## src/rtl/core/assert_macros.svh

```systemverilog
// Assertion helpers for the RTL.
`ifndef ASSERT_MACROS_SVH
`define ASSERT_MACROS_SVH

// Property must hold on every rising clock edge outside reset.
`define ASSERT_PROP(lbl, clk, rstn, prop, msg) \
  lbl: assert property (@(posedge clk) disable iff (!rstn) (prop)) else $error(msg);

// Condition must never be seen outside reset.
`define ASSERT_NEVER(lbl, clk, rstn, cond, msg) \
  lbl: assert property (@(posedge clk) disable iff (!rstn) !(cond)) else $error(msg);

`endif

```

## src/rtl/core/tmwf_pkg.sv

```systemverilog
package tmwf_pkg;

  // sample format
  localparam int unsigned SAMPLE_W   = 16;
  localparam int unsigned WINDOW_DEF = 10;

  typedef logic signed [SAMPLE_W-1:0] sample_t;

  // item sequencer
  typedef enum logic [1:0] {
    ST_IDLE,
    ST_READ,
    ST_DIV
  } tmwf_state_e;

endpackage

```

## src/rtl/core/tmwf_hist.sv

```systemverilog
// History store: one synchronous read port, one write port.
// Entries never written read as zero (per-entry valid bits).
module tmwf_hist import tmwf_pkg::*; #(
  parameter int unsigned DEPTH = WINDOW_DEF - 1,
  parameter int unsigned AW    = $clog2(DEPTH)
) (
  input  logic          clk_i,
  input  logic          rst_ni,
  input  logic          rd_en_i,
  input  logic [AW-1:0] rd_addr_i,
  output sample_t       rd_data_o,
  input  logic          wr_en_i,
  input  logic [AW-1:0] wr_addr_i,
  input  sample_t       wr_data_i
);

  sample_t              mem [DEPTH];
  logic    [DEPTH-1:0]  vld_q;
  sample_t              rd_q;
  logic                 rd_vld_q;

  // storage write and registered read
  always_ff @(posedge clk_i) begin
    if (wr_en_i) begin
      mem[wr_addr_i] <= wr_data_i;
    end
    if (rd_en_i) begin
      rd_q <= mem[rd_addr_i];
    end
  end

  // valid bits stand in for the zero-clear at reset
  always_ff @(posedge clk_i or negedge rst_ni) begin
    if (!rst_ni) begin
      vld_q    <= '0;
      rd_vld_q <= 1'b0;
    end else begin
      if (wr_en_i) begin
        vld_q[wr_addr_i] <= 1'b1;
      end
      if (rd_en_i) begin
        rd_vld_q <= vld_q[rd_addr_i];
      end
    end
  end

  assign rd_data_o = rd_vld_q ? rd_q : '0;

endmodule

```

## src/rtl/core/tmwf_div.sv

```systemverilog
// Signed divide by a constant, truncating toward zero.
// Magnitude times a rounded-up reciprocal, then a right shift; exact for
// every ACC_W-bit magnitude. Operands are registered on start and the
// product the cycle after, so busy_o is high for one cycle.
module tmwf_div import tmwf_pkg::*; #(
  parameter int unsigned ACC_W   = SAMPLE_W + $clog2(WINDOW_DEF),
  parameter int unsigned DIVISOR = WINDOW_DEF - 2
) (
  input  logic                    clk_i,
  input  logic                    rst_ni,
  input  logic                    start_i,
  input  logic signed [ACC_W-1:0] dividend_i,
  output logic                    busy_o,
  output sample_t                 quot_o
);

  localparam int unsigned     LG    = $clog2(DIVISOR);
  localparam int unsigned     SH    = ACC_W + LG;
  localparam int unsigned     PW    = SH + ACC_W;
  localparam longint unsigned RECIP =
    ((64'd1 << SH) + 64'(DIVISOR) - 64'd1) / 64'(DIVISOR);

  logic [ACC_W-1:0] mag;
  logic [ACC_W-1:0] mag_q;
  logic             neg_q;
  logic             busy_q;
  logic [ACC_W:0]   recip;
  logic [PW-1:0]    prod;
  logic [ACC_W-1:0] q_mag_q;
  logic [ACC_W-1:0] q_signed;

  assign mag = dividend_i[ACC_W-1] ? $unsigned(-dividend_i) : $unsigned(dividend_i);

  // busy for the multiply cycle only
  always_ff @(posedge clk_i or negedge rst_ni) begin
    if (!rst_ni) begin
      busy_q <= 1'b0;
    end else begin
      busy_q <= start_i;
    end
  end

  // operand capture, then reciprocal multiply
  always_ff @(posedge clk_i) begin
    if (start_i) begin
      mag_q <= mag;
      neg_q <= dividend_i[ACC_W-1];
    end
    if (busy_q) begin
      q_mag_q <= prod[SH +: ACC_W];
    end
  end

  assign recip    = (ACC_W+1)'(RECIP);
  assign prod     = PW'(mag_q) * PW'(recip);
  assign busy_o   = busy_q;
  assign q_signed = neg_q ? (~q_mag_q + 1'b1) : q_mag_q;
  assign quot_o   = sample_t'(q_signed[SAMPLE_W-1:0]);

endmodule

```

## src/rtl/core/trimmed_mean_window_filter_unit.sv

```systemverilog
// Channel   Dir  Handshake               Payload
// s_axis    in   tvalid_i / tready_o     tdata_i[15:0] = sample (signed)
// m_axis    out  tvalid_o / tready_i     tdata_o[15:0] = filtered (signed)
//
// Each word is accepted, then the history memory is swept through its
// single read port and the new sample written back, then the divider
// registers its operands and then the product. Reset is asynchronous,
// active low; history reads as zero until written. A finished result
// waits in the output register while the next word is taken; the divider
// holds its quotient until that register frees up.
`include "assert_macros.svh"

module trimmed_mean_window_filter_unit import tmwf_pkg::*; #(
  parameter int unsigned WINDOW = WINDOW_DEF
) (
  input  logic                clk_i,
  input  logic                rst_ni,
  input  logic                s_axis_tvalid_i,
  output logic                s_axis_tready_o,
  input  logic [SAMPLE_W-1:0] s_axis_tdata_i,   // [15:0] sample
  output logic                m_axis_tvalid_o,
  input  logic                m_axis_tready_i,
  output logic [SAMPLE_W-1:0] m_axis_tdata_o    // [15:0] filtered
);

  localparam int unsigned DEPTH   = WINDOW - 1;
  localparam int unsigned AW      = $clog2(DEPTH);
  localparam int unsigned CW      = $clog2(DEPTH + 1);
  localparam int unsigned ACC_W   = SAMPLE_W + $clog2(WINDOW);
  localparam int unsigned DIVISOR = WINDOW - 2;

  tmwf_state_e state_q, state_d;

  logic [CW-1:0] rd_cnt_q;
  logic          rd_pend_q;
  logic [AW-1:0] ptr_q;
  logic          m_valid_q;
  sample_t       filtered_q;

  sample_t                 fresh_q, hi_q, lo_q;
  logic signed [ACC_W-1:0] sum_q;
  logic signed [ACC_W-1:0] total;

  logic    s_accept;
  logic    hist_rd_en, hist_wr_en;
  sample_t hist_rd_data;
  logic    div_start, div_busy;
  sample_t div_quot;
  logic    slot_free, load_out, sweep_done;

  assign s_accept   = s_axis_tvalid_i && s_axis_tready_o;
  assign slot_free  = !m_valid_q || m_axis_tready_i;
  assign sweep_done = (rd_cnt_q == CW'(DEPTH)) && !rd_pend_q;

  // next state
  always_comb begin
    state_d = state_q;
    case (state_q)
      ST_IDLE: begin
        if (s_axis_tvalid_i) state_d = ST_READ;
      end
      ST_READ: begin
        if (sweep_done) state_d = ST_DIV;
      end
      ST_DIV: begin
        if (!div_busy && slot_free) state_d = ST_IDLE;
      end
      default: state_d = ST_IDLE;
    endcase
  end

  // sequencer outputs
  always_comb begin
    s_axis_tready_o = 1'b0;
    hist_rd_en      = 1'b0;
    hist_wr_en      = 1'b0;
    div_start       = 1'b0;
    load_out        = 1'b0;
    case (state_q)
      ST_IDLE: s_axis_tready_o = 1'b1;
      ST_READ: begin
        hist_rd_en = (rd_cnt_q != CW'(DEPTH));
        hist_wr_en = sweep_done;
        div_start  = sweep_done;
      end
      ST_DIV:  load_out = !div_busy && slot_free;
      default: ;
    endcase
  end

  // control registers
  always_ff @(posedge clk_i or negedge rst_ni) begin
    if (!rst_ni) begin
      state_q   <= ST_IDLE;
      rd_cnt_q  <= '0;
      rd_pend_q <= 1'b0;
      ptr_q     <= '0;
      m_valid_q <= 1'b0;
    end else begin
      state_q   <= state_d;
      rd_pend_q <= hist_rd_en;
      if (s_accept) begin
        rd_cnt_q <= '0;
      end else if (hist_rd_en) begin
        rd_cnt_q <= rd_cnt_q + 1'b1;
      end
      // oldest entry is replaced, pointer wraps at DEPTH
      if (hist_wr_en) begin
        ptr_q <= (ptr_q == AW'(DEPTH - 1)) ? '0 : ptr_q + 1'b1;
      end
      if (load_out) begin
        m_valid_q <= 1'b1;
      end else if (m_axis_tready_i) begin
        m_valid_q <= 1'b0;
      end
    end
  end

  // sum, max and min over the window; output result register
  always_ff @(posedge clk_i) begin
    if (s_accept) begin
      fresh_q <= sample_t'(s_axis_tdata_i);
      hi_q    <= sample_t'(s_axis_tdata_i);
      lo_q    <= sample_t'(s_axis_tdata_i);
      sum_q   <= ACC_W'(sample_t'(s_axis_tdata_i));
    end else if (rd_pend_q) begin
      sum_q <= sum_q + ACC_W'(hist_rd_data);
      if (hist_rd_data > hi_q) hi_q <= hist_rd_data;
      if (hist_rd_data < lo_q) lo_q <= hist_rd_data;
    end
    if (load_out) begin
      filtered_q <= div_quot;
    end
  end

  // drop one largest and one smallest
  assign total = sum_q - ACC_W'(hi_q) - ACC_W'(lo_q);

  tmwf_hist #(
    .DEPTH (DEPTH),
    .AW    (AW)
  ) u_hist (
    .clk_i     (clk_i),
    .rst_ni    (rst_ni),
    .rd_en_i   (hist_rd_en),
    .rd_addr_i (rd_cnt_q[AW-1:0]),
    .rd_data_o (hist_rd_data),
    .wr_en_i   (hist_wr_en),
    .wr_addr_i (ptr_q),
    .wr_data_i (fresh_q)
  );

  tmwf_div #(
    .ACC_W   (ACC_W),
    .DIVISOR (DIVISOR)
  ) u_div (
    .clk_i      (clk_i),
    .rst_ni     (rst_ni),
    .start_i    (div_start),
    .dividend_i (total),
    .busy_o     (div_busy),
    .quot_o     (div_quot)
  );

  assign m_axis_tvalid_o = m_valid_q;
  assign m_axis_tdata_o  = filtered_q;

  // checks
  `ASSERT_PROP(a_div_start_idle, clk_i, rst_ni, div_start |-> !div_busy, "divider restarted while busy")
  `ASSERT_NEVER(a_rd_cnt_range, clk_i, rst_ni, rd_cnt_q > CW'(DEPTH), "history sweep overran")
  `ASSERT_NEVER(a_wr_rd_overlap, clk_i, rst_ni, hist_wr_en && (hist_rd_en || rd_pend_q), "write-back overlaps sweep")
  `ASSERT_PROP(a_load_shows, clk_i, rst_ni, load_out |=> m_valid_q && (m_axis_tdata_o == $past(div_quot)), "quotient not presented")

endmodule

```

## config.mk

```make
export PLATFORM = sky130hd
export DESIGN_NAME = trimmed_mean_window_filter_unit
export DESIGN_NICKNAME = d
export VERILOG_FILES = /design/src/rtl/core/tmwf_pkg.sv /design/src/rtl/core/tmwf_hist.sv /design/src/rtl/core/tmwf_div.sv /design/src/rtl/core/trimmed_mean_window_filter_unit.sv
export VERILOG_INCLUDE_DIRS = /design/src /design/src/rtl/core
export SDC_FILE = /design/constraint.sdc
export NUM_CORES = 1
export LEC_CHECK = 0
export BUFFER_PORTS_ARGS = -buffer_cell sky130_fd_sc_hd__buf_2
export CAP_MARGIN = 20
export CORE_MARGIN = 2
export CORE_UTILIZATION = 50
export CTS_CLUSTER_SIZE = 40
export DETAILED_ROUTE_END_ITERATION = 6
export PLACE_DENSITY = 0.62
export SKIP_LAST_GASP = 1
export SYNTH_ARGS = -nofsm -noshare
export SYNTH_HDL_FRONTEND = slang
export SYNTH_SLANG_ARGS = --single-unit
```

## constraint.sdc

```tcl
create_clock -name clk_i -period 6.9 [get_ports clk_i]
set_clock_uncertainty 0.15 [all_clocks]
set_input_delay 0.69 -clock clk_i [delete_from_list [all_inputs] [get_ports clk_i]]
set_output_delay 0.69 -clock clk_i [all_outputs]
set_load 0.02 [all_outputs]
```

## Word-level counts from Yosys, hierarchy flattened

Memories as Yosys holds them, arrays and structs flattened. A register that Yosys moved wholly into a read port is not among the register bits.
Cells that the tools add are included.

| word-level totals | value |
|---|---|
| RAM bits | 144 |
| bits of input ports | 20 |
| bits in registers | 143 |
| output and inout bits | 18 |
| memories | 1 |

| operators by class | value |
|---|---|
| reduce and logical (&&, ||, !) cells | 17 |
| magnitude comparators | 5 |
| add/sub/neg operators | 7 |
| muxes and demuxes | 30 |
| bitwise operators | 2 |
| eq/ne operators | 8 |

Memory list:

| memory | words | width | read ports | clocked after memory_dff | wr ports | line | RTL |
|---|---|---|---|---|---|---|---|
| u_hist.mem | 9 | 16 | 1 | 1 | 1 | tmwf_hist.sv:17 | `sample_t mem [DEPTH];` |

Operators by type and width:

| kind | number |
|---|---|
| 2-to-1 mux 16 bit | 8 |
| 2-to-1 mux 20 bit | 2 |
| subtractor 20 x 16 -> 20 bit | 2 |
| adder 20 x 16 -> 20 bit | 1 |
| 2-to-1 mux 19 bit | 1 |
| negator 19 bit | 1 |
| adder 16 x 1 -> 16 bit (second input constant) | 1 |
| greater-than comparator 16 bit | 1 |
| < comparator 16 bit | 1 |
| NOT 16 bit | 1 |
| 2-to-1 mux 4 bit | 3 |
| < comparator 4 x 5 -> 1 bit (second input constant) | 2 |
| 2-to-1 mux 1 bit | 10 |
| nonzero test 2 bit | 5 |
| bitwise OR 9 bit | 1 |
| adder 4 x 1 -> 4 bit (second input constant) | 2 |
| == test 4 bit (second input constant) | 2 |
| 2-to-1 mux 2 bit | 3 |
| inequality test 2 bit (second input constant) | 3 |
| case mux 2 bit (3 select lines) | 1 |
| binary-select mux 1 bit (select 4 bit) | 1 |
| demux 1 bit (select 4 bit) | 1 |
| >= comparator 4 x 1 -> 1 bit (second input constant) | 1 |
| logical AND 1 bit | 4 |
| other kinds (8) | 11 |

## Depth between registers and ports, before layout

| depth | value |
|---|---|
| depth in word-level cells | 5 |
| depth in mapped cells | 14 |
| depth with buffers taken out | 14 |

## Cells and area by module

From an unflattened synthesis, not the netlist that was laid out.

| second synthesis, totals | value |
|---|---|
| cell total of the unflattened synthesis | 1069 |
| area total of the unflattened synthesis | 14800.4 sq um |

By module, submodules not included:

| module | seq. area each (sq um) | area each (sq um) | cells an instance | instances |
|---|---|---|---|---|
| trimmed_mean_window_filter_unit | 2822.7 | 6666.4 | 645 | 1 |
| tmwf_hist | 5054.8 | 6476.2 | 302 | 1 |
| tmwf_div | 1016.0 | 1657.8 | 122 | 1 |

## Worst setup path before layout

OpenSTA, ideal clock, no wires.

| timing path | value |
|---|---|
| path type | register -> register |
| start point | register u_hist.rd_vld_q |
| end point | register hi_q[0] (enable) |
| cell stages (with the launch flop) | 14 |
| buffers on the path | 1 |
| arrival | 3216 ps |
| path slack | 3119 ps |
| library setup time | 414 ps |
| path through | dfrtp_1 -> clkbuf_1 -> nand2_1 -> inv_1 -> ha_1 -> nor2b_1 -> o21a_1 -> o21ai_0 -> nand2b_1 -> a221oi_1 -> o41ai_1 -> o21ai_0 -> and3_1 -> o31ai_1 |

| on the way | value |
|---|---|
| word-level cells in the longest chain between the ends | 4 |

Ends and longest elaborated chain:

| what | line | RTL |
|---|---|---|
| from (decl) | tmwf_hist.sv:20 | `logic rd_vld_q;` |
| from (signal assigned) | tmwf_hist.sv:42 | `rd_vld_q <= vld_q[rd_addr_i];` |
| 2-to-1 mux 16 bit | tmwf_hist.sv:47 | `assign rd_data_o = rd_vld_q ? rd_q : '0;` |
| greater-than comparator 16 bit | trimmed_mean_window_filter_unit.sv:128 | `if (hist_rd_data > hi_q) hi_q <= hist_rd_data;` |
| nonzero test 2 bit (no source line) | -- |  |
| AND reduction 2 bit (no source line) | -- |  |
| to (signal assigned) | trimmed_mean_window_filter_unit.sv:123 | `hi_q <= sample_t'(s_axis_tdata_i);` |
| to (signal assigned) | trimmed_mean_window_filter_unit.sv:128 |  |
| to (decl) | trimmed_mean_window_filter_unit.sv:40 | `sample_t fresh_q, hi_q, lo_q;` |

Every way passes these cells.
A chain may end at the register's enable or synchronous reset.

## Worst setup path after layout

| timing path | value |
|---|---|
| start point | register lo_q[10] |
| end point | register u_div.mag_q[18], data pin |

| on the way | value |
|---|---|
| word-level cells in the longest chain between the ends | 3 |

Ends and longest elaborated chain:

| what | line | RTL |
|---|---|---|
| from (decl) | trimmed_mean_window_filter_unit.sv:40 |  |
| from (signal assigned) | trimmed_mean_window_filter_unit.sv:124 | `lo_q <= sample_t'(s_axis_tdata_i);` |
| from (signal assigned) | trimmed_mean_window_filter_unit.sv:129 | `if (hist_rd_data < lo_q) lo_q <= hist_rd_data;` |
| subtractor 20 x 16 -> 20 bit * | trimmed_mean_window_filter_unit.sv:137 | `assign total = sum_q - ACC_W'(hi_q) - ACC_W'(lo_q);` |
| negator 19 bit | tmwf_div.sv:32 | `assign mag = dividend_i[ACC_W-1] ? $unsigned(-dividend_i) : $unsigned(dividend_i);` |
| 2-to-1 mux 19 bit * | tmwf_div.sv:32 |  |
| net u_div.mag[18] | tmwf_div.sv:23 | `logic [ACC_W-1:0] mag;` |
| to (signal assigned) | tmwf_div.sv:46 | `mag_q <= mag;` |
| to (decl) | tmwf_div.sv:24 | `logic [ACC_W-1:0] mag_q;` |

Mark *: on every way through the listed nets, which the timed path passes. The rest lies on a longest branch.

==> results.json <==
{
  "final_cell_mix": "277 x edfxtp_1, 98 x nand2_1, 79 x ha_1",
  "io_pins": 38,
  "dr.first_iter.drc_count": 606,
  "slew_headroom_pct": 31.24,
  "arrival_ns": 3.93,
  "io_buffers": 37,
  "grt_max_degree": 60,
  "die-area_mm2": 0.03064,
  "ys_seq_area_share_pct": 60.80,
  "numCtsBuffers": 31,
  "crit_family": "compound AO/OA/AOI/OAI gates",
  "layout_setup_ws_ns": 3.140,
  "status": "complete, no violations",
  "drt_pass1_iterations": 5,
  "r2r_setup_slack_ns": 3.14,
  "cpMaxStageDelayCell": "fa_1",
  "worst_slew_pin_slew_ns": 1.031,
  "final-hold-violation-count": 0,
  "fin_nets": 1209,
  "core-area_mm2": 0.02878,
  "routed_wl_um": 27460,
  "detail-route-antenna-nets": 0,
  "grt_pass1_vias": 8417,
  "min_period_over_period_pct": 54.49,
  "fin_crit_ns": 3.760,
  "synth_area_mm2": 0.01463,
  "gr-usage-all-layers_pct": 18.52,
  "die_y_um": 175.0,
  "cp_max_fo": 9,
  "start_util_pct": 50.83,
  "maxCapViolCount": 0,
  "grt_overflow_total": 0,
  "synth_flop_cell": "edfxtp_1",
  "grt_antenna_before_repair": 0,
  "synth_fp_nets": 1155,
  "cts_resized": 0,
  "dp.cells": 1439,
  "final_common_cell": "edfxtp_1",
  "vias": 8187,
  "area_growth_pct": 11.75,
  "synth_area_per_cell_um2": 14.12,
  "crit_top_cell": "a21oi_1",
  "timing.critical_path.buf_inv": 1,
  "htreeDepth": 1,
  "critPathCaptureType": "flip-flop",
  "syn_inst": 1036,
  "dp.final_hpwl_um": 19150,
  "cts_buffer_depth": 3,
  "row_count": 62,
  "max_clock_freq_mhz": 265.9,
  "clock_tree.root_cell": "clkbuf_16",
  "drive_above_1_share_pct": 14.80,
  "antenna_cells": 0,
  "synthDistinctLibCells": 68,
  "startpoint_type": "flip-flop",
  "ys_seq_elements": 300,
  "worstSetupPathType": "flip-flop to flip-flop",
  "grt_pass1_wl_um": 44710,
  "cts_sinks": 300,
  "fp.dieW_um": 175.0,
  "drv_slew": 0,
  "worstPathCellList": "inv_1 > fa_1 > ha_1 > a21oi_1 > nand2_1 > nor4_1 > o21bai_1 > a31o_1 > a21oi_1 > xor2_1 > a31oi_1 > xnor2_1",
  "dpl_cell_area_mm2": 0.01526,
  "required_ns": 7.07,
  "stdcell_count": 1499,
  "min_path_type": "input port to flip-flop",
  "wire_per_inst_um": 18.32,
  "ys_async_sr_fraction_pct": 7.667,
  "fin_area_mm2": 0.01635,
  "clk_latency_ns": 0.58,
  "finalSetupTns_ns": 0,
  "vias_per_cell": 5.462,
  "drc": 0,
  "post_cts_buffers": 0,
  "pre_cts_ws_ns": 3.130,
  "crit_path_max_incr_delay_ns": 0.45,
  "synth_warnings": 0,
  "cts_tree": "done",
  "final-setup-viol-count": 0,
  "gp_congestion": 0.8023,
  "synth_edf_count": 277,
  "rsz0062_at_grt": "false",
  "clk_pin_slew_ns": 0.06
}
path summary, 6_finish.rpt:
path / startpoint / end / cells after the start
max reg2reg: lo_q[10]$_DFFE_PP_ / u_div.mag_q[18]$_DFFE_PP_ / 12
min in group asynchronous: rst_ni / state_q[0]$_DFFE_PN0P_ / 2
max: lo_q[10]$_DFFE_PP_ / u_div.mag_q[18]$_DFFE_PP_ / 12
min: s_axis_tdata_i[2] / fresh_q[2]$_DFFE_PP_ / 1
min reg2reg: u_div.mag_q[16]$_DFFE_PP_ / u_div.q_mag_q[13]$_DFFE_PP_ / 0
max in group asynchronous: rst_ni / rd_cnt_q[0]$_DFFE_PN0P_ / 2
final cells by class:
class	instances	area (µm²)
sequential	300	8895
inverter	54	202.7
clock inverter	25	266.5
timing repair buffer	47	282.8
clock buffer	33	783.3
fill	2234	12430
tap	384	480.5
multi-input combinational	656	5436
metal layers:
| layer | share of wire (%) | routed length (µm) | GRT usage, % |
|---|---|---|---|
| met5 | 0 | 0 | 0 |
| met3 | 3.5 | 958 | 2.393 |
| met1 | 44 | 12200 | 24.56 |
| met2 | 50 | 13670 | 32.63 |
| met4 | 2.3 | 624 | 4.340 |
timing repair:
action / in CTS / in global routing
setup endpoints to repair: 0 / 0
endpoints found under the hold margin: 23 / 0
hold buffers: 1 / 0
kinds of logic (layout without fill, tap and decap cells):
family / Yosys count / after routing / synth area share (%)
buffers and inverters: 80 / 159 / 2.138
multiplexers: 51 / 51 / 6.407
adder cells (fa/ha/maj): 99 / 99 / 9.494
AND/OR/NAND/NOR: 248 / 248 / 8.665
XOR/XNOR: 66 / 66 / 4.003
AO/OA/AOI/OAI: 192 / 192 / 8.494
flip-flops: 300 / 300 / 60.80
sequential cells by signal, indices dropped and copies added, names as in the netlist, 2 cells and up:
signal	flops
rd_cnt_q	4
ptr_q	4
sum_q	20
u_hist.vld_q	9
u_div.mag_q	16
lo_q	16
u_div.q_mag_q	16
fresh_q	16
state_q	2
hi_q	16
u_hist.rd_q	16
m_axis_tdata_o	16
u_hist.mem	144
synthesized netlist by cell type (2+ instances only):
master	instances	area share [%]
mux4_2	34	5.2
nor3b_1	3	0.15
nand2_1	98	2.5
and3_1	3	0.13
a31o_1	2	0.12
and2_1	25	1.1
fa_1	20	2.7
nor2_1	35	0.90
o211ai_1	4	0.21
o41ai_1	3	0.18
a211o_1	4	0.24
nor4_1	2	0.086
buf_1	3	0.077
a22o_1	2	0.12
or2_1	2	0.086
a21oi_1	40	1.4
xor2_1	28	1.7
nand2b_1	16	0.68
xnor2_1	37	2.2
a21o_1	21	1.1
o21ba_2	2	0.14
mux2i_1	16	1.1
nand3b_1	2	0.10
o21ai_0	68	2.3
nand4_1	6	0.26
inv_1	53	1.4
clkbuf_1	18	0.46
nor3_1	11	0.38
a21oi_2	4	0.24
and4_1	2	0.12
nand3_1	12	0.41
a211oi_1	4	0.21
o211a_1	2	0.14
o21a_1	9	0.46
buf_2	4	0.14
a31oi_1	6	0.26
dfrtp_1	23	3.9
ha_1	79	6.8
nor2b_1	8	0.34
or4_1	2	0.10
or2_2	12	0.51
o31ai_1	8	0.41
edfxtp_1	277	57
o31ai_2	2	0.17
per-stage QoR:
step / hold slack (ns) / util, %
final: 0.1688 / 56.80
after global routing: 0.1453 / 56.80
after CTS: 0.1407 / 56.70
after floorplan: 0.2444 / -
after detailed placement: 0.2556 / 53.02
after global placement: 0.2521 / 53.02
Power is not shown: default switching activity piles up to over one toggle a cycle in this logic, so the estimate is an artifact.
